<file path="config.mk">
export PLATFORM = sky130hd
export DESIGN_NAME = sprite_layer_draw_order_unit
export DESIGN_NICKNAME = d
export VERILOG_FILES = /design/src/rtl/sldo_pkg.sv /design/src/rtl/sldo_ram.sv /design/src/rtl/sldo_datapath.sv /design/src/rtl/sldo_ctrl.sv /design/src/rtl/sprite_layer_draw_order_unit.sv
export SDC_FILE = /design/constraint.sdc
export NUM_CORES = 2
export LEC_CHECK = 0
export ABC_CLOCK_PERIOD_IN_PS = 6150
export BUFFER_PORTS_ARGS = -buffer_cell sky130_fd_sc_hd__buf_2
export CAP_MARGIN = 0
export CORE_ASPECT_RATIO = 0.6
export CORE_UTILIZATION = 57
export CTS_CLUSTER_SIZE = 12
export DETAILED_ROUTE_END_ITERATION = 6
export GPL_TIMING_DRIVEN = 0
export PLACE_DENSITY = 0.79
export RECOVER_POWER = 100
export SETUP_SLACK_MARGIN = 0.5
export SYNTH_ARGS = -nofsm -noshare
export SYNTH_HDL_FRONTEND = slang
export SYNTH_SLANG_ARGS = --single-unit
</file>
<file path="constraint.sdc">
create_clock -name clk_i -period 6.15 [get_ports clk_i]
set_input_delay 1.23 -clock clk_i [delete_from_list [all_inputs] [get_ports clk_i]]
set_output_delay 1.23 -clock clk_i [all_outputs]
set_load 0.05 [all_outputs]
</file>
<file path="src/rtl/sldo_pkg.sv">
// shared types and constants of the sprite layer draw order unit
package sldo_pkg;

  // store geometry
  localparam int unsigned MaxSprites = 64;
  localparam int unsigned AddrW      = $clog2(MaxSprites);
  localparam int unsigned CntW       = $clog2(MaxSprites + 1);

  // field widths
  localparam int unsigned HandleW = 13;
  localparam int unsigned IdW     = 16;
  localparam int unsigned LayerW  = 2;
  localparam int unsigned ChrW    = 8;
  localparam int unsigned KeyW    = LayerW + ChrW;
  localparam int unsigned CfgIdxW = 8;

  // stream word widths
  localparam int unsigned InDataW  = 32;
  localparam int unsigned OutDataW = 16;

  // character ids run from 1 up to below this bound
  localparam int unsigned CharIdLimit = 256;

  // layer codes
  localparam logic [LayerW-1:0] LayerBg    = 2'd0;
  localparam logic [LayerW-1:0] LayerChar  = 2'd1;
  localparam logic [LayerW-1:0] LayerColl  = 2'd2;
  localparam logic [LayerW-1:0] LayerFront = 2'd3;

  // register indexes
  localparam logic [CfgIdxW-1:0] CfgBgId   = 8'd0;
  localparam logic [CfgIdxW-1:0] CfgFrontId = 8'd1;
  localparam logic [CfgIdxW-1:0] CfgCollId = 8'd2;
  localparam logic [CfgIdxW-1:0] CfgCollEn = 8'd3;

  // register reset values
  localparam logic [IdW-1:0] BgIdRst    = 16'd0;
  localparam logic [IdW-1:0] FrontIdRst = 16'd256;
  localparam logic [IdW-1:0] CollIdRst  = 16'd257;

  // one stored entry
  typedef struct packed {
    logic [HandleW-1:0] handle;
    logic [LayerW-1:0]  layer;
    logic [ChrW-1:0]    chr;
  } entry_t;

  localparam int unsigned EntryW = $bits(entry_t);

  // read address source
  typedef enum logic [1:0] {
    RdCntLast,
    RdPtrPrev2,
    RdIdx
  } rd_src_e;

  // controller states
  typedef enum logic [2:0] {
    StIdle,
    StShift,
    StPlace,
    StEmitRd,
    StEmitOut
  } state_e;

  // controller to datapath
  typedef struct packed {
    logic    capture;
    logic    rd_en;
    rd_src_e rd_src;
    logic    wr_en;
    logic    wr_shift;
    logic    ptr_dec;
    logic    cnt_inc;
    logic    idx_inc;
    logic    frame_clr;
  } ctrl_cmd_t;

  // datapath to controller
  typedef struct packed {
    logic keep;
    logic full;
    logic cnt_zero;
    logic greater;
    logic ptr_one;
    logic idx_last;
    logic last_pend;
  } dp_status_t;

endpackage

</file>
<file path="src/rtl/sldo_ram.sv">
// generic single write port memory with registered read
module sldo_ram #(
  parameter int unsigned Width = 8,
  parameter int unsigned Depth = 64
) (
  input  logic                     clk_i,
  input  logic                     wr_en_i,
  input  logic [$clog2(Depth)-1:0] wr_addr_i,
  input  logic [Width-1:0]         wr_data_i,
  input  logic                     rd_en_i,
  input  logic [$clog2(Depth)-1:0] rd_addr_i,
  output logic [Width-1:0]         rd_data_o
);

  logic [Width-1:0] mem_q [Depth];
  logic [Width-1:0] rd_data_q;

  // write port
  always_ff @(posedge clk_i) begin
    if (wr_en_i) begin
      mem_q[wr_addr_i] <= wr_data_i;
    end
  end

  // registered read, holds when idle
  always_ff @(posedge clk_i) begin
    if (rd_en_i) begin
      rd_data_q <= mem_q[rd_addr_i];
    end
  end

  assign rd_data_o = rd_data_q;

endmodule

</file>
<file path="src/rtl/sldo_datapath.sv">
// datapath: registers, classification, ordered entry store and result fields
module sldo_datapath (
  input  logic                          clk_i,
  input  logic                          rst_ni,
  input  logic [sldo_pkg::HandleW-1:0]  in_handle_i,
  input  logic [sldo_pkg::IdW-1:0]      in_id_i,
  input  logic                          in_hidden_i,
  input  logic                          in_last_i,
  input  logic                          cfg_we_i,
  input  logic [sldo_pkg::CfgIdxW-1:0]  cfg_index_i,
  input  logic [sldo_pkg::IdW-1:0]      cfg_data_i,
  input  sldo_pkg::ctrl_cmd_t           cmd_i,
  output sldo_pkg::dp_status_t          status_o,
  output logic [sldo_pkg::HandleW-1:0]  out_handle_o,
  output logic [sldo_pkg::LayerW-1:0]   out_layer_o,
  output logic                          out_overflow_o
);
  import sldo_pkg::*;

  logic [IdW-1:0]   bg_id_q, front_id_q, coll_id_q;
  logic             coll_en_q;
  logic [CntW-1:0]  cnt_q, ptr_q;
  logic [AddrW-1:0] idx_q;
  entry_t           new_q;
  logic             last_q;
  logic             ovf_q;

  entry_t           in_entry;
  logic             is_char;
  logic             in_class;
  entry_t           rd_entry;
  logic [EntryW-1:0] rd_data;
  logic [CntW-1:0]  cnt_m1, ptr_m2;
  logic [AddrW-1:0] rd_addr;
  logic [KeyW-1:0]  rd_key, new_key;

  // configuration registers
  always_ff @(posedge clk_i or negedge rst_ni) begin
    if (!rst_ni) begin
      bg_id_q    <= BgIdRst;
      front_id_q <= FrontIdRst;
      coll_id_q  <= CollIdRst;
      coll_en_q  <= 1'b0;
    end else if (cfg_we_i) begin
      unique case (cfg_index_i)
        CfgBgId:    bg_id_q    <= cfg_data_i;
        CfgFrontId: front_id_q <= cfg_data_i;
        CfgCollId:  coll_id_q  <= cfg_data_i;
        CfgCollEn:  coll_en_q  <= cfg_data_i[0];
        default: ;
      endcase
    end
  end

  // classify the incoming word, first match wins
  assign is_char = (in_id_i[IdW-1:ChrW] == '0) && (in_id_i[ChrW-1:0] != '0);

  always_comb begin
    in_entry        = '0;
    in_entry.handle = in_handle_i;
    in_class        = 1'b1;
    if (in_id_i == bg_id_q) begin
      in_entry.layer = LayerBg;
    end else if (in_id_i == front_id_q) begin
      in_entry.layer = LayerFront;
    end else if (is_char) begin
      in_entry.layer = LayerChar;
      in_entry.chr   = in_id_i[ChrW-1:0];
    end else if (coll_en_q && (in_id_i == coll_id_q)) begin
      in_entry.layer = LayerColl;
    end else begin
      in_class = 1'b0;
    end
  end

  // read address selection
  assign cnt_m1 = cnt_q - CntW'(1);
  assign ptr_m2 = ptr_q - CntW'(2);

  always_comb begin
    case (cmd_i.rd_src)
      RdCntLast:  rd_addr = cnt_m1[AddrW-1:0];
      RdPtrPrev2: rd_addr = ptr_m2[AddrW-1:0];
      RdIdx:      rd_addr = idx_q;
      default:    rd_addr = idx_q;
    endcase
  end

  // ordered entry store
  sldo_ram #(
    .Width (EntryW),
    .Depth (MaxSprites)
  ) u_store (
    .clk_i     (clk_i),
    .wr_en_i   (cmd_i.wr_en),
    .wr_addr_i (ptr_q[AddrW-1:0]),
    .wr_data_i (cmd_i.wr_shift ? rd_data : EntryW'(new_q)),
    .rd_en_i   (cmd_i.rd_en),
    .rd_addr_i (rd_addr),
    .rd_data_o (rd_data)
  );

  assign rd_entry = entry_t'(rd_data);

  // sort keys: layer rank above character id
  assign rd_key  = {rd_entry.layer, rd_entry.chr};
  assign new_key = {new_q.layer, new_q.chr};

  // frame state
  always_ff @(posedge clk_i or negedge rst_ni) begin
    if (!rst_ni) begin
      cnt_q  <= '0;
      ptr_q  <= '0;
      idx_q  <= '0;
      last_q <= 1'b0;
      ovf_q  <= 1'b0;
    end else begin
      if (cmd_i.capture) begin
        last_q <= in_last_i;
        ptr_q  <= cnt_q;
        if (!in_hidden_i && in_class && (cnt_q == CntW'(MaxSprites))) begin
          ovf_q <= 1'b1;
        end
      end
      if (cmd_i.ptr_dec) begin
        ptr_q <= ptr_q - CntW'(1);
      end
      if (cmd_i.cnt_inc) begin
        cnt_q <= cnt_q + CntW'(1);
      end
      if (cmd_i.idx_inc) begin
        idx_q <= idx_q + AddrW'(1);
      end
      if (cmd_i.frame_clr) begin
        cnt_q  <= '0;
        idx_q  <= '0;
        ovf_q  <= 1'b0;
        last_q <= 1'b0;
      end
    end
  end

  // new entry payload
  always_ff @(posedge clk_i) begin
    if (cmd_i.capture) begin
      new_q <= in_entry;
    end
  end

  // status back to the controller
  assign status_o.keep      = !in_hidden_i && in_class;
  assign status_o.full      = (cnt_q == CntW'(MaxSprites));
  assign status_o.cnt_zero  = (cnt_q == '0);
  assign status_o.greater   = (rd_key > new_key);
  assign status_o.ptr_one   = (ptr_q == CntW'(1));
  assign status_o.idx_last  = (CntW'(idx_q) == cnt_m1);
  assign status_o.last_pend = last_q;

  // result fields
  assign out_handle_o   = rd_entry.handle;
  assign out_layer_o    = rd_entry.layer;
  assign out_overflow_o = ovf_q;

endmodule

</file>
<file path="src/rtl/sldo_ctrl.sv">
// controller: sequences loading, insertion shifts and emission
module sldo_ctrl (
  input  logic                 clk_i,
  input  logic                 rst_ni,
  input  logic                 in_valid_i,
  output logic                 in_ready_o,
  input  logic                 in_last_i,
  output logic                 out_valid_o,
  input  logic                 out_ready_i,
  output logic                 out_last_o,
  input  sldo_pkg::dp_status_t status_i,
  output sldo_pkg::ctrl_cmd_t  cmd_o
);
  import sldo_pkg::*;

  state_e state_q, state_d;

  // state register
  always_ff @(posedge clk_i or negedge rst_ni) begin
    if (!rst_ni) begin
      state_q <= StIdle;
    end else begin
      state_q <= state_d;
    end
  end

  // next state and commands
  always_comb begin
    state_d     = state_q;
    cmd_o       = '0;
    cmd_o.rd_src = RdIdx;
    in_ready_o  = 1'b0;
    out_valid_o = 1'b0;
    out_last_o  = status_i.idx_last;
    unique case (state_q)
      StIdle: begin
        in_ready_o = 1'b1;
        if (in_valid_i) begin
          cmd_o.capture = 1'b1;
          if (status_i.keep && !status_i.full) begin
            if (status_i.cnt_zero) begin
              state_d = StPlace;
            end else begin
              cmd_o.rd_en  = 1'b1;
              cmd_o.rd_src = RdCntLast;
              state_d      = StShift;
            end
          end else if (in_last_i) begin
            if (status_i.cnt_zero) begin
              cmd_o.frame_clr = 1'b1;
            end else begin
              state_d = StEmitRd;
            end
          end
        end
      end
      StShift: begin
        cmd_o.wr_en = 1'b1;
        if (status_i.greater) begin
          // move the larger entry up one slot
          cmd_o.wr_shift = 1'b1;
          cmd_o.ptr_dec  = 1'b1;
          if (status_i.ptr_one) begin
            state_d = StPlace;
          end else begin
            cmd_o.rd_en  = 1'b1;
            cmd_o.rd_src = RdPtrPrev2;
          end
        end else begin
          cmd_o.cnt_inc = 1'b1;
          state_d       = status_i.last_pend ? StEmitRd : StIdle;
        end
      end
      StPlace: begin
        cmd_o.wr_en   = 1'b1;
        cmd_o.cnt_inc = 1'b1;
        state_d       = status_i.last_pend ? StEmitRd : StIdle;
      end
      StEmitRd: begin
        cmd_o.rd_en  = 1'b1;
        cmd_o.rd_src = RdIdx;
        state_d      = StEmitOut;
      end
      StEmitOut: begin
        out_valid_o = 1'b1;
        if (out_ready_i) begin
          if (status_i.idx_last) begin
            cmd_o.frame_clr = 1'b1;
            state_d         = StIdle;
          end else begin
            cmd_o.idx_inc = 1'b1;
            state_d       = StEmitRd;
          end
        end
      end
      default: state_d = StIdle;
    endcase
  end

endmodule

</file>
<file path="src/rtl/sprite_layer_draw_order_unit.sv">
// top level of the sprite layer draw order unit
//
// Takes sprite entries one word at a time and, on the word marked tlast,
// streams out the frame's draw order: background entries in arrival order,
// characters (ids 1..255) stably sorted by ascending id, collision entries
// when enabled, then front entries. Up to 64 entries are kept per frame;
// further ones are dropped and flagged on every result of that frame.
// Loading: a hidden, discarded or dropped word is accepted without an
// insertion; for a stored word the insertion shifts every stored entry with a
// larger sort key up one slot per cycle through the single write port of the
// entry memory, then writes the word. Each result word is emitted by a
// registered memory read, then the output handshake. A frame with no kept
// entries produces no results. The store needs no clearing after reset.
module sprite_layer_draw_order_unit (
  input  logic                            clk_i,
  input  logic                            rst_ni,
  // input stream
  input  logic                            s_axis_tvalid,
  output logic                            s_axis_tready,
  input  logic [sldo_pkg::InDataW-1:0]    s_axis_tdata,   // sprite_handle, sprite_id, zeros
  input  logic                            s_axis_tuser,   // hidden
  input  logic                            s_axis_tlast,
  // output stream
  output logic                            m_axis_tvalid,
  input  logic                            m_axis_tready,
  output logic [sldo_pkg::OutDataW-1:0]   m_axis_tdata,   // draw_handle, overflow, zeros
  output logic [sldo_pkg::LayerW-1:0]     m_axis_tuser,   // layer
  output logic                            m_axis_tlast,
  // configuration write channel
  input  logic                            cfg_valid_i,
  output logic                            cfg_ready_o,
  input  logic [sldo_pkg::CfgIdxW-1:0]    cfg_index_i,
  input  logic [sldo_pkg::IdW-1:0]        cfg_data_i
);
  import sldo_pkg::*;

  ctrl_cmd_t          cmd;
  dp_status_t         status;
  logic [HandleW-1:0] out_handle;
  logic               out_overflow;

  // configuration is always taken
  assign cfg_ready_o = 1'b1;

  // controller
  sldo_ctrl u_ctrl (
    .clk_i       (clk_i),
    .rst_ni      (rst_ni),
    .in_valid_i  (s_axis_tvalid),
    .in_ready_o  (s_axis_tready),
    .in_last_i   (s_axis_tlast),
    .out_valid_o (m_axis_tvalid),
    .out_ready_i (m_axis_tready),
    .out_last_o  (m_axis_tlast),
    .status_i    (status),
    .cmd_o       (cmd)
  );

  // datapath
  sldo_datapath u_datapath (
    .clk_i          (clk_i),
    .rst_ni         (rst_ni),
    .in_handle_i    (s_axis_tdata[HandleW-1:0]),
    .in_id_i        (s_axis_tdata[HandleW+IdW-1:HandleW]),
    .in_hidden_i    (s_axis_tuser),
    .in_last_i      (s_axis_tlast),
    .cfg_we_i       (cfg_valid_i),
    .cfg_index_i    (cfg_index_i),
    .cfg_data_i     (cfg_data_i),
    .cmd_i          (cmd),
    .status_o       (status),
    .out_handle_o   (out_handle),
    .out_layer_o    (m_axis_tuser),
    .out_overflow_o (out_overflow)
  );

  // pack the result word
  assign m_axis_tdata = {(OutDataW - HandleW - 1)'(0), out_overflow, out_handle};

endmodule
</file>
Yosys cells after proc, flatten, opt, wreduce, memory -nomap -nowiden:

Memories as Yosys holds them, arrays and structs flattened. A register that Yosys moved wholly into a read port is not among the register bits.
Cells that the tools add are included.
W data, S select, Z words.

* bits in registers: 97
* bits in writable memories: 1472
* output and inout bits: 22
* memories: 1

Memory list
* u_datapath.u_store.mem_q: words 64, bits a word 23, read ports 1, clocked after Yosys merged registers in 1, write ports 1, line sldo_ram.sv:15 `logic [Width-1:0] mem_q [Depth];`

* add/subtract/negate cells: 5
* order comparisons: 1
* equality and inequality tests: 19
* mux-type cells: 56
* bitwise gates (word level): 1
* reduce and logical (&&, ||, !) cells: 26

Operator list (number)
* $eq A16 B16 Y1: 3
* $mux W3: 11
* $mux W7: 4
* $mux W1: 23
* $mux W23: 1
* $mux W2: 9
* $eq A8 B2 Y1 const B: 2
* $logic_not A8 Y1: 2
* $pmux W3 S5: 1
* $sub A7 B1 Y7 const B: 2
* $mux W6: 2
* $pmux W6 S2: 1
* $gt A10 B10 Y1: 1
* $reduce_and A2 Y1: 5
* $reduce_bool A2 Y1: 5
* $pmux W3 S3: 1
* $eq A8 B1 Y1 const B: 1
* $reduce_bool A8 Y1: 1
* $add A7 B1 Y7 const B: 1
* $eq A6 B7 Y1: 1
* $eq A7 B1 Y1 const B: 1
* $eq A7 B7 Y1 const B: 1
* $logic_not A7 Y1: 1
* $add A6 B1 Y6 const B: 1
* other kinds (18): 27

Longest topological paths before layout:

* depth in word-level cells: 13
* depth in mapped cells: 18
* gate-level depth less buffers: 13

Modules after synthesis:

A second synthesis with hierarchy kept.

* cells, all modules: 2973
* area, all modules: 62616.3 µm²

Modules (own cells, without submodules)
* sldo_ram: times used 1, cells an instance 2446, area each 56950.9 µm², sequential area each 44893.1 µm²
* sldo_datapath: times used 1, cells an instance 472, area each 5243.8 µm², sequential area each 2471.1 µm²
* sldo_ctrl: times used 1, cells an instance 49, area each 384.1 µm², sequential area each 75.1 µm²
* sprite_layer_draw_order_unit: times used 1, cells an instance 6, area each 37.5 µm², sequential area each 0.0 µm²

Least setup slack after synthesis:

No wires, ideal clock.

* path type: flip-flop to flip-flop
* from: reg u_datapath.u_store.rd_data_q[5], in the netlist u_datapath.u_store.rd_data_o[5], read port of u_datapath.u_store.mem_q
* to: mem u_datapath.u_store.mem_q[0][8] in the netlist's numbering (data pin)
* setup time: 702 ps
* arrival: 4403 ps
* setup slack: 1045 ps
* cell stages (with the launch flop): 9
* path buffers: 1
* period minus slack after synthesis: 5105 ps
* cell sequence: edfxtp_1 -> ha_1 -> a41oi_1 -> o21ai_0 -> a221oi_2 -> nand2b_1 -> nor2_1 -> clkbuf_1 -> o21ai_0

* word-level cells in the longest chain between the ends: 4

Ends and longest elaborated chain
* from (decl): line sldo_ram.sv:16 `logic [Width-1:0] rd_data_q;`
* $gt A10 B10 Y1: line sldo_datapath.sv:154 `assign status_o.greater = (rd_key > new_key);`
* $mux W2: line sldo_ctrl.sv:59 `if (status_i.greater) begin`
* $mux W2: line sldo_ctrl.sv:35 `unique case (state_q)`
* $mux W23: line sldo_datapath.sv:97 `.wr_data_i (cmd_i.wr_shift ? rd_data : EntryW'(new_q)),`
* named net u_datapath.u_store.wr_data_i[8]: line sldo_ram.sv:9 `input logic [Width-1:0] wr_data_i,`
* to (decl): line sldo_ram.sv:15

The timed path passes the listed nets, and every way through them passes these cells.

Worst setup path in the final report:

* from: reg u_datapath.u_store.rd_data_q[8], in the netlist u_datapath.u_store.rd_data_o[8], read port of u_datapath.u_store.mem_q
* to: mem u_datapath.u_store.mem_q[16][1] in the netlist's numbering (data pin)

Same word-level chain as after synthesis.

==> impl_results.md <==
- Status: complete, but fails checks
- Failing checks: capacitance limit, slew limit
- Core area: around 110000 µm²
- Utilization after layout: between 60 and 70%
- Buffers added on ports: 78
- Synth cell count leaders: edfxtp_1 (1518), nand2_1 (729), mux2i_1 (230)
- Worst slew pin tran: approximately 3.8 ns
- Fin crit share: a little over nine tenths
- Max_cap viols: 40
- Post-Syn Area: 63350 µm²
- Clk root buf: clkbuf_16
- Die X: ~430 µm
- H-tree depth reported by CTS: 4
- First-pass GRT wire length: between 200 and 300 mm
- Total number of vias: about 40000
- Data required, critical path: between 6 and 7 ns
- Leakage power: around 24 nW
- Fillers: approximately 7400
- Yosys reg bits: approximately 1600
- Syn. warnings: 0
- Max Clk Rate: 167.7 MHz
- Tmin final: 5.963 ns
- CP dominant cell by count: clkbuf_1
- Placed insts: 5686
- Final hold vios: 0
- CTS Hold Buffers Added: 0
- Worst vdd ir: a little under 0.5 mV
- Arr. time, crit path: between 6 and 7 ns
- Die height: 260.2 µm
- Total routed wirelength: ~190 mm
- Post-route insts no fill: slightly below 6000
- Initial antenna violation count: 8
- CP Launch Type: register
- Register clock-pin slew on the reported worst setup and hold paths: roughly 0.060 ns
- Residual DRC: 0
- CP max FO: 36
- Nets: approximately 4400
- Unique masters post-synth: 74
- Setup WS pre-CTS: -0.8922 ns
- CP bufs+invs: 4
- Cell area after layout: slightly above 70000 µm²
- Post-synth EDFFs: around 1500
- Post-synth top area share: 71.95%
- Async S/R FF share, synth: ~4.6%
- Drt wl/cell: ~32 µm
- Syn Inst Count: between 4000 and 5000
- Max_slew headroom: -153.2%
- Setup crit end kind: register
- Avg Vias per Cell: slightly below 7
- I/O pins: 85
- Synth top area cells: edfxtp_1 (72%), nand2_1 (4.3%), mux2i_1 (3.6%)
- Dpl cell area: between 60000 and 70000 µm²
- CP Cell Sequence: ha_1 -> nand2_1 -> o21ai_0 -> a221oi_4 -> nand2b_1 -> nor2_1 -> clkbuf_1 -> clkbuf_1 -> nand2_1 -> o21ai_0 -> clkbuf_1 -> buf_12
- Rows: 94
- Most numerous cell in the Yosys netlist: edfxtp_1
- Power per cell area: 543.7 nW/µm²
- Layout cells sized above 1: between 10% and 20%
- Setup-failing EPs final: 0
- Overall routing resource usage: between 30% and 40%
- Largest net degree at the start of global routing: 67
- Skew-Pair Late Insertion Delay: just under 0.8 ns
- CTS tree: built
- Placer Congestion: about 1.0
- Cts bufs inserted: 152
- Primary FF master, synth: edfxtp_1
- Synth area leader: edfxtp_1
- Setup Skew: approximately 0.034 ns
- Initial Utilization: a little under 60%
- # clock sinks: 1592
- Starting DRT DRC Count: roughly 7100
- Synth Area per Inst: about 16 µm²
- Longest Clk Path Bufs: 3
- RSZ-0062 raised after global routing: false
- Slew Viols, Final: between 1000 and 1500
- HPWL Detailed: ~130 mm
- Congestion Overflow GR: 0
- Die area: ~110000 µm²
- Pre-antenna DRT Iters: 7
- Hold crit path type: input pin to asynchronous set/reset pin
- Slowest CP cell: clkbuf_1
- Crit path kind: register to register
- Sequential fraction of the synthesis area: 74.88%
- Setup bufs post-CTS: 0
- Final setup margin: around 0.19 ns
- Vias in the first global route: roughly 37000
- Antenna-violating nets left: 0
- Crit path max-delay family: buffers and inverters
- Largest stage delay on the critical path: roughly 1.2 ns
- Area Overhead vs Synth: 11.33%
==> registers in the layout, indices dropped and copies added, names as in the netlist, 6 cells and up <==
signal / flops
u_datapath.bg_id_q: 16
u_datapath.cnt_q: 7
u_datapath.u_store.mem_q: 1472
u_datapath.u_store.rd_data_o: 23
u_datapath.ptr_q: 7
u_datapath.idx_q: 6
u_datapath.new_q: 13
u_datapath.front_id_q: 16
u_datapath.new_key: 10
u_datapath.coll_id_q: 16
==> kinds of logic (layout without fill, tap and decap cells) <==
logic type | count (synthesis) | count (layout) | synth area share, %
muxes | 362 | 362 | 7.189
buffers and inverters | 282 | 639 | 2.194
other | 2 | 7 | 0.01185
AOI/OAI and AO/OA | 514 | 514 | 5.915
and+or+nand+nor | 1200 | 1200 | 8.376
adders and majority gates | 20 | 20 | 0.3950
xor gates and xnor gates | 75 | 75 | 1.037
DFF | 1592 | 1592 | 74.88
==> metrics by stage <==
stage	hold WS (ns)	total power, mW	setup TNS [ns]
2_1_floorplan	0.4675	22.86	0
3_3_place_gp	0.4943	28.65	-2248.18
3_5_place_dp	0.5181	29.32	-12.51
4_1_cts	0.2412	37.75	0
5_1_grt	0.4184	39.08	0
6_report	0.3753	38.34	0
==> placed cells by master, fill, tap and decap left out, types with 9 or more instances in the layout <==
cell type,count
edfxtp_1,1518
nand2_1,729
mux2i_1,230
clkbuf_1,228
clkbuf_16,157
nand3_1,153
a32oi_1,137
buf_2,122
a21oi_1,117
nor2_1,112
nand4_1,91
dfrtp_1,71
mux4_2,68
xnor2_1,65
mux2_2,60
o22ai_1,49
buf_4,45
a22oi_1,45
o21ai_0,39
a31oi_1,39
inv_1,26
and3_1,25
and4_1,22
a221oi_2,21
nor3_1,20
clkbuf_2,20
ha_1,20
xor2_1,10
buf_6,10
a21oi_4,9
a31oi_2,9
and2_0,9
==> final timing paths <==
path	from	to	slack [ns]	cells past startpoint
max in group asynchronous	rst_ni	u_datapath.cnt_q[2]	1.79	2
min in group clk_i	u_datapath.coll_id_q[2]	u_datapath.coll_id_q[2]	0.53	1
setup reg to reg	u_datapath.u_store.rd_data_o[8]	u_datapath.u_store.mem_q[16][1]	0.19	12
hold reg to reg	u_datapath.coll_id_q[2]	u_datapath.coll_id_q[2]	0.53	1
setup / recovery	u_datapath.u_store.rd_data_o[8]	u_datapath.u_store.mem_q[16][1]	0.19	12
hold / removal	rst_ni	u_datapath.bg_id_q[12]	0.38	1
==> cell type report <==
| class | instances | area [µm²] | share of cell area (%) |
|---|---|---|---|
| sequential | 1592 | 47440 | 67.26 |
| multi-input combinational | 2174 | 14750 | 20.92 |
| clock buffer | 196 | 4085 | 5.792 |
| tap | 1488 | 1862 | 2.640 |
| buffer | 255 | 1314 | 1.863 |
| timing repair buffer | 151 | 832.0 | 1.180 |
| clock inverter | 10 | 120.1 | 0.1703 |
| inverter | 27 | 113.9 | 0.1614 |
| antenna | 4 | 10.01 | 0.01419 |
==> report_power, final <==
| group | switching, mW | internal [mW] | total [mW] | leakage, nW |
|---|---|---|---|---|
| Sequential | 0.305 | 14.1 | 14.4 | 14.6 |
| Combinational | 11.4 | 4.06 | 15.5 | 6.99 |
| Clock | 3.88 | 4.61 | 8.49 | 2.04 |
| Total | 15.6 | 22.8 | 38.3 | 23.7 |
==> routing by layer <==
metal,vias up,part of all wire (%),GRT usage (%)
met3,397,19,16.63
met4,2,3.2,10.40
li1,16190,-,-
met2,3473,40,43.61
met1,19820,38,48.33
met5,-,0.0048,0
==> timing repair <==
| item | in CTS | in global routing |
|---|---|---|
| hold endpoints to repair | 0 | 0 |
| pin swaps | 0 | 1 |
| gates resized for setup | 29 | 45 |
| endpoints found under the setup margin | 23 | 20 |
Power figures use the tool's default switching activity.
